## config.mk

```make
export PLATFORM = sky130hd
export DESIGN_NAME = crc_checked_frame_deframer
export DESIGN_NICKNAME = d
export VERILOG_FILES = /design/src/rtl/core/cfd_pkg.sv /design/src/rtl/core/cfd_parser.sv /design/src/rtl/core/crc_checked_frame_deframer.sv
export SDC_FILE = /design/constraint.sdc
export NUM_CORES = 1
export LEC_CHECK = 0
export ABC_AREA = 1
export BUFFER_PORTS_ARGS = -buffer_cell sky130_fd_sc_hd__buf_4
export CORE_ASPECT_RATIO = 0.9
export CORE_MARGIN = 2
export CORE_UTILIZATION = 53
export CTS_CLUSTER_SIZE = 24
export DETAILED_ROUTE_END_ITERATION = 10
export PLACE_DENSITY_LB_ADDON = 0.3
export SLEW_MARGIN = 20
export SYNTH_ARGS = -nofsm -noshare
export SYNTH_HDL_FRONTEND = slang
export SYNTH_HIERARCHICAL = 1
export SYNTH_SLANG_ARGS = --single-unit
```

## constraint.sdc

```tcl
create_clock -name clk -period 3.6 [get_ports clk]
set_input_delay 0.36 -clock clk [delete_from_list [all_inputs] [get_ports clk]]
set_output_delay 0.36 -clock clk [all_outputs]
set_load 0.02 [all_outputs]
```

## src/rtl/core/cfd_pkg.sv

```systemverilog
package cfd_pkg;

  // Largest payload the block ever accepts, whatever length_limit says
  localparam int unsigned MAX_PAYLOAD = 96;

  localparam logic [15:0] CRC_INIT = 16'hFFFF;
  localparam logic [15:0] CRC_POLY = 16'h1021;

  localparam logic [7:0] SYNC_FIRST_RST  = 8'h55;
  localparam logic [7:0] SYNC_SECOND_RST = 8'hAA;
  localparam logic [7:0] VERSION_RST     = 8'h01;
  localparam logic [6:0] LEN_LIMIT_RST   = 7'd96;

  typedef enum logic [1:0] {
    CFG_SYNC_FIRST  = 2'd0,
    CFG_SYNC_SECOND = 2'd1,
    CFG_VERSION     = 2'd2,
    CFG_LEN_LIMIT   = 2'd3
  } cfg_idx_t;

  typedef enum logic {
    KIND_PAYLOAD = 1'b0,
    KIND_VERDICT = 1'b1
  } kind_t;

  typedef enum logic [1:0] {
    ST_OK        = 2'd0,
    ST_CRC_ERR   = 2'd1,
    ST_VER_ERR   = 2'd2,
    ST_ABANDONED = 2'd3
  } status_t;

  typedef struct packed {
    logic [7:0] sync_first;
    logic [7:0] sync_second;
    logic [7:0] expected_version;
    logic [6:0] length_limit;
  } cfd_cfg_t;

  typedef struct packed {
    kind_t      kind;
    logic [7:0] data_byte;
    logic [6:0] byte_index;
    logic [7:0] message_id;
    logic [7:0] sequence_no;
    logic [6:0] payload_length;
    status_t    status;
  } cfd_result_t;

  // CRC-16/CCITT-FALSE, one byte, MSB first
  function automatic logic [15:0] crc16_byte(input logic [15:0] crc, input logic [7:0] b);
    logic [15:0] c;
    c = crc ^ {b, 8'h00};
    for (int k = 0; k < 8; k++) begin
      c = c[15] ? ((c << 1) ^ CRC_POLY) : (c << 1);
    end
    return c;
  endfunction

endpackage

```

## src/rtl/core/cfd_parser.sv

```systemverilog
module cfd_parser (
  input  logic                 clk,
  input  logic                 rst_n,
  input  logic                 step,
  input  logic [7:0]           rx_byte,
  input  cfd_pkg::cfd_cfg_t    cfg,
  output logic                 res_valid,
  output cfd_pkg::cfd_result_t res
);
  import cfd_pkg::*;

  typedef enum logic [3:0] {
    PH_HUNT0 = 4'd0,
    PH_HUNT1 = 4'd1,
    PH_VER   = 4'd2,
    PH_LENL  = 4'd3,
    PH_LENH  = 4'd4,
    PH_ID    = 4'd5,
    PH_SEQ   = 4'd6,
    PH_PAY   = 4'd7,
    PH_CRCL  = 4'd8,
    PH_CRCH  = 4'd9
  } phase_t;

  phase_t      phase_r, phase_nxt;
  logic [7:0]  version_r, version_nxt;
  logic [7:0]  len_lo_r, len_lo_nxt;
  logic [6:0]  length_r, length_nxt;
  logic [7:0]  msg_id_r, msg_id_nxt;
  logic [7:0]  seq_r, seq_nxt;
  logic [6:0]  count_r, count_nxt;
  logic [15:0] crc_r, crc_nxt;
  logic [7:0]  crc_lo_r, crc_lo_nxt;

  logic [15:0] crc_upd;
  logic [15:0] full_len;
  logic [15:0] limit;
  logic [6:0]  count_inc;

  always_comb begin
    crc_upd   = crc16_byte(crc_r, rx_byte);
    full_len  = {rx_byte, len_lo_r};
    limit     = (16'(cfg.length_limit) < 16'(MAX_PAYLOAD)) ? 16'(cfg.length_limit)
                                                           : 16'(MAX_PAYLOAD);
    count_inc = count_r + 7'd1;

    phase_nxt   = phase_r;
    version_nxt = version_r;
    len_lo_nxt  = len_lo_r;
    length_nxt  = length_r;
    msg_id_nxt  = msg_id_r;
    seq_nxt     = seq_r;
    count_nxt   = count_r;
    crc_nxt     = crc_r;
    crc_lo_nxt  = crc_lo_r;

    res_valid          = 1'b0;
    res.kind           = KIND_PAYLOAD;
    res.data_byte      = 8'h00;
    res.byte_index     = 7'd0;
    res.message_id     = msg_id_r;
    res.sequence_no    = seq_r;
    res.payload_length = length_r;
    res.status         = ST_OK;

    unique case (phase_r)
      PH_HUNT0: begin
        if (rx_byte == cfg.sync_first) phase_nxt = PH_HUNT1;
      end
      PH_HUNT1: begin
        // a bad second byte is not retried as a first byte
        if (rx_byte == cfg.sync_second) begin
          phase_nxt = PH_VER;
          crc_nxt   = CRC_INIT;
        end else begin
          phase_nxt = PH_HUNT0;
        end
      end
      PH_VER: begin
        version_nxt = rx_byte;
        crc_nxt     = crc_upd;
        phase_nxt   = PH_LENL;
      end
      PH_LENL: begin
        len_lo_nxt = rx_byte;
        crc_nxt    = crc_upd;
        phase_nxt  = PH_LENH;
      end
      PH_LENH: begin
        crc_nxt    = crc_upd;
        length_nxt = full_len[6:0];
        if (full_len > limit) begin
          res_valid          = 1'b1;
          res.kind           = KIND_VERDICT;
          res.message_id     = 8'h00;
          res.sequence_no    = 8'h00;
          res.payload_length = (full_len > 16'd127) ? 7'd127 : full_len[6:0];
          res.status         = ST_ABANDONED;
          phase_nxt          = PH_HUNT0;
        end else begin
          phase_nxt = PH_ID;
        end
      end
      PH_ID: begin
        msg_id_nxt = rx_byte;
        crc_nxt    = crc_upd;
        phase_nxt  = PH_SEQ;
      end
      PH_SEQ: begin
        seq_nxt   = rx_byte;
        crc_nxt   = crc_upd;
        count_nxt = 7'd0;
        phase_nxt = (length_r == 7'd0) ? PH_CRCL : PH_PAY;
      end
      PH_PAY: begin
        crc_nxt        = crc_upd;
        res_valid      = 1'b1;
        res.data_byte  = rx_byte;
        res.byte_index = count_r;
        count_nxt      = count_inc;
        if (count_inc >= length_r) phase_nxt = PH_CRCL;
      end
      PH_CRCL: begin
        crc_lo_nxt = rx_byte;
        phase_nxt  = PH_CRCH;
      end
      PH_CRCH: begin
        res_valid = 1'b1;
        res.kind  = KIND_VERDICT;
        // CRC mismatch wins over a wrong version
        priority if ({rx_byte, crc_lo_r} != crc_r) res.status = ST_CRC_ERR;
        else if (version_r != cfg.expected_version) res.status = ST_VER_ERR;
        else res.status = ST_OK;
        phase_nxt = PH_HUNT0;
      end
      default: begin
        phase_nxt = PH_HUNT0;
      end
    endcase

    if (!step) res_valid = 1'b0;
  end

  always_ff @(posedge clk) begin
    if (!rst_n) begin
      phase_r <= PH_HUNT0;
    end else if (step) begin
      phase_r <= phase_nxt;
    end
    if (step) begin
      version_r <= version_nxt;
      len_lo_r  <= len_lo_nxt;
      length_r  <= length_nxt;
      msg_id_r  <= msg_id_nxt;
      seq_r     <= seq_nxt;
      count_r   <= count_nxt;
      crc_r     <= crc_nxt;
      crc_lo_r  <= crc_lo_nxt;
    end
  end

endmodule

```

## src/rtl/core/crc_checked_frame_deframer.sv

```systemverilog
// Byte-stream deframer: hunts for a two-byte sync header, parses version,
// little-endian length, message id and sequence number, passes each payload
// byte on with its index and ends every frame with one verdict item (ok, CRC
// mismatch, wrong version, or abandoned for a length over the limit). The CRC
// is CRC-16/CCITT-FALSE over version..payload, checked against the
// little-endian CRC that trails the frame. One byte is accepted every clock
// while in_stall is low, in_stall rising when out_stall holds a result; each
// byte passes through the input register, then the byte-wide CRC update and
// phase step, then the output register. Configuration is written through
// cfg_* by the user while no frame is in flight, not enforced by the block.
module crc_checked_frame_deframer (
  input  logic       clk,
  input  logic       rst_n,
  input  logic       cfg_we,
  input  logic [1:0] cfg_index,
  input  logic [7:0] cfg_data,
  input  logic       in_valid,
  output logic       in_stall,
  input  logic [7:0] in_rx_byte,
  output logic       out_valid,
  input  logic       out_stall,
  output logic       out_kind,
  output logic [7:0] out_data_byte,
  output logic [6:0] out_byte_index,
  output logic [7:0] out_message_id,
  output logic [7:0] out_sequence_no,
  output logic [6:0] out_payload_length,
  output logic [1:0] out_status
);
  import cfd_pkg::*;

  cfd_cfg_t    cfg_r;
  logic        s1_valid_r;
  logic [7:0]  s1_byte_r;
  logic        out_valid_r;
  cfd_result_t out_r;
  logic        out_free;
  logic        step;
  logic        res_valid;
  cfd_result_t res;

  assign out_free = !out_valid_r || !out_stall;
  assign step     = s1_valid_r && out_free;
  assign in_stall = s1_valid_r && !out_free;

  always_ff @(posedge clk) begin
    if (!rst_n) begin
      cfg_r.sync_first       <= SYNC_FIRST_RST;
      cfg_r.sync_second      <= SYNC_SECOND_RST;
      cfg_r.expected_version <= VERSION_RST;
      cfg_r.length_limit     <= LEN_LIMIT_RST;
    end else if (cfg_we) begin
      unique case (cfg_idx_t'(cfg_index))
        CFG_SYNC_FIRST:  cfg_r.sync_first       <= cfg_data;
        CFG_SYNC_SECOND: cfg_r.sync_second      <= cfg_data;
        CFG_VERSION:     cfg_r.expected_version <= cfg_data;
        CFG_LEN_LIMIT:   cfg_r.length_limit     <= cfg_data[6:0];
        default: ;
      endcase
    end
  end

  // input register
  always_ff @(posedge clk) begin
    if (!rst_n) begin
      s1_valid_r <= 1'b0;
    end else if (!in_stall) begin
      s1_valid_r <= in_valid;
    end
    if (!in_stall) s1_byte_r <= in_rx_byte;
  end

  cfd_parser u_parser (
    .clk       (clk),
    .rst_n     (rst_n),
    .step      (step),
    .rx_byte   (s1_byte_r),
    .cfg       (cfg_r),
    .res_valid (res_valid),
    .res       (res)
  );

  // result register
  always_ff @(posedge clk) begin
    if (!rst_n) begin
      out_valid_r <= 1'b0;
    end else if (out_free) begin
      out_valid_r <= res_valid;
    end
    if (out_free && res_valid) out_r <= res;
  end

  assign out_valid          = out_valid_r;
  assign out_kind           = out_r.kind;
  assign out_data_byte      = out_r.data_byte;
  assign out_byte_index     = out_r.byte_index;
  assign out_message_id     = out_r.message_id;
  assign out_sequence_no    = out_r.sequence_no;
  assign out_payload_length = out_r.payload_length;
  assign out_status         = out_r.status;

endmodule
```

==> run metrics <==
worst r2r dst out_payload_length[1]; Cell Area, Placed 7700 sq um; predominant post-synthesis flop cell edfxtp_1; top post-synthesis cells by area edfxtp_1 51%, dfxtp_1 11%, nand2_1 8.2%; relative slew slack 0.378; top-count cell post-synth nand2_1; largest net degree at the start of global routing 42; crit path to out_payload_length[1]; Post-CTS Setup Inserts 0; Post-synth ARST share 0; die area roughly 14,000 sq um; CP arrival between 2 and 3 ns; FP Rows 39; global-route wire length before repair between 20 and 25 mm; Final min period about 2.6 ns; Worst-Margin Slew about 0.93 ns; routability cong. ~0.90; Starting Density 0.547; most frequent cell on the critical path nand2_1; most frequent cells after synthesis 153 x nand2_1, 119 x edfxtp_1, 106 x inv_1; P_leak between 0.003 and 0.004 uW; die span in y 113 um; status finished clean; CP max stage cell buf_4; register area share after synthesis 0.615; Finish-stage setup viols 0; worst-skew pair later-pin latency between 0.4 and 0.5 ns; final slew viol count 0; FF-to-FF path depth 11; Final nets about 830; WP depth 11; clk sinks about 160; Core Box Area between 10,000 and 15,000 sq um; CTS root buf clkbuf_16; crit path capture type flop; num ports 66; Post-CTS Hold Buffers 0; CP max FO around 40; VDD IR max about 0.47 mV; Crit. Startpoint cfg_r[6]; clock-pin slew on the worst setup and hold paths approximately 0.060 ns; Net Count, Synth roughly 750; R2R Setup Slk between 0.9 and 1 ns; Max-cap violations 0; clk_skew between 0.008 and 0.009 ns; Hold WC Path Type in -> reg; antenna viol nets, final 0; critical path type reg -> reg; RR Startpoint cfg_r[6]; Post-CTS Resized 0; HPWL after DPL between 9 and 10 mm; Synth Cell Area ~7000 sq um; Buf/Inv on CP 2; Avg Cell Area, Syn around 9.8 sq um; DRC viols 0; Port Buffers 65; number of global-route vias before repair 4,874; Yosys warnings 6; final hold violation count 0; Mapped Cells a little over 700; WL per Instance 15.1 um; post-DR vias/cell between 5 and 6; slowest stage delay, CP roughly 0.45 ns; total power divided by cell area about 480 nW/um^2; Post-synth EDFFs ~120; synth unique cells 35; Worst Setup Start Kind flop; Clock Path Buffers 2; DIE WIDTH 125 um; initial antenna violation count 0; Synth area leader edfxtp_1; DP Worst Slack around 1.1 ns; area delta synth->final 18.7%; Post-Layout Inst Area approximately 8300 sq um; layout cells sized above 1 0.156; CTS buffer count 17; final wirelength about 15 mm; fin worst setup slack a little under 1 ns; Detailed Route Iter0 Violations 478; ant diodes 0; Fin Setup TNS 0 ns; unrepaired setup endpoints after global routing no; routed vias slightly above 5,000; Yosys top cell area share 0.509; global router's overall resource usage 0.219; Largest delay share family, worst path simple AND/OR/NAND/NOR gates; CTS H-tree lvls 4; TritonCTS clock tree done; total grt overflow 0; CP required approximately 3.7 ns; #FFs+latches synth 156; critical-path cell list nand2_1, nand2_1, ha_1, nor3b_1, nand2_1, nand3_1, nand3_2, a31oi_1, inv_1, nor2_4, buf_4; fin crit share 0.724; Max Fclk 0.384 GHz; first-pass iteration count of the detailed router 5
## where the power goes
group | internal [uW] | leakage (uW) | switching [uW]
clock network | 1220 | 0.000296 | 685
registers | 1940 | 0.00146 | 24.0
logic | 63.8 | 0.00206 | 102
total | 3230 | 0.00381 | 811
## sequential cells by signal, summed over array words and instances (netlist names), 7 cells and up
| name | count |
|---|---|
| out_data_byte | 8 |
| out_byte_index | 7 |
| u_parser/crc_r | 16 |
| u_parser/crc_lo_r | 8 |
| cfg_r | 31 |
| out_payload_length | 7 |
| u_parser/length_r | 7 |
| out_sequence_no | 8 |
| u_parser/seq_r | 8 |
| u_parser/version_r | 8 |
| out_message_id | 8 |
| s1_byte_r | 8 |
| u_parser/len_lo_r | 8 |
| u_parser/msg_id_r | 8 |
| u_parser/count_r | 7 |
## cell families (layout without fill, tap and decap cells)
group,Yosys count,count (layout),share of synthesized area
and+or+nand+nor,338,338,0.207
DFF,156,156,0.615
buffers and inverters,130,222,0.0750
xor gates and xnor gates,41,41,0.0512
AOI/OAI and AO/OA,34,34,0.0258
adders and majority gates,15,15,0.0267
## stage by stage
stage	utilization	hold WS, ns	total power [uW]	std cells
finish	0.649	0.110	4040	970
global route	0.649	0.0980	4160	970
CTS	0.649	0.100	4060	970
detailed placement	0.600	0.448	2170	938
global placement	0.600	0.431	2160	938
floorplan	-	0.426	2100	714
## layout make-up
| cell class | count | area (sq um) |
|---|---|---|
| fill | 993 | 4500 |
| sequential | 156 | 4310 |
| multi-input combinational | 428 | 2190 |
| timing repair buffer | 76 | 571 |
| clock buffer | 19 | 433 |
| inverter | 114 | 428 |
| tap | 164 | 205 |
| clock inverter | 13 | 198 |
## worst min-delay path by stage
stage,depth (start not counted),endpoint,startpoint
detailed placement,0,u_parser/length_r[0],u_parser/len_lo_r[0]
floorplan,0,u_parser/length_r[0],u_parser/len_lo_r[0]
finish,1,s1_byte_r[5],in_rx_byte[5]
global placement,0,u_parser/length_r[0],u_parser/len_lo_r[0]
global route,1,s1_byte_r[5],in_rx_byte[5]
CTS,1,s1_byte_r[5],in_rx_byte[5]
## placed cells by master, fill, tap and decap left out, types with 5 or more instances in the layout
cell / Yosys / final
o21ai_1: 7 / 7
nor2_1: 90 / 89
nand3_1: 49 / 49
inv_1: 106 / 106
buf_4: 3 / 76
clkbuf_16: 0 / 17
nand4_1: 11 / 11
or2_2: 10 / 10
inv_2: 7 / 7
nor3_1: 11 / 11
edfxtp_1: 119 / 119
nand2_1: 153 / 153
bufinv_16: 0 / 5
a21oi_1: 19 / 19
xnor2_1: 13 / 13
xor2_1: 28 / 28
ha_1: 15 / 15
dfxtp_1: 37 / 37
## worst reg2reg max path, cell delays in order, from the launching register on
cell,delay [ns]
dfxtp_1,0.33
nand2_1,0.13
nand2_1,0.08
ha_1,0.28
nor3b_1,0.28
nand2_1,0.09
nand3_1,0.11
nand3_2,0.09
a31oi_1,0.17
inv_1,0.11
nor2_4,0.10
buf_4,0.45
## layer usage
| layer | part of all wire | GRT usage | up-vias |
|---|---|---|---|
| li1 | - | - | 2461 |
| met2 | 0.47 | 0.348 | 187 |
| met5 | 0 | 0 | - |
| met4 | 0.028 | 0.0933 | 0 |
| met1 | 0.44 | 0.286 | 2365 |
| met3 | 0.061 | 0.0600 | 38 |
(Power assumes the default switching activity.)
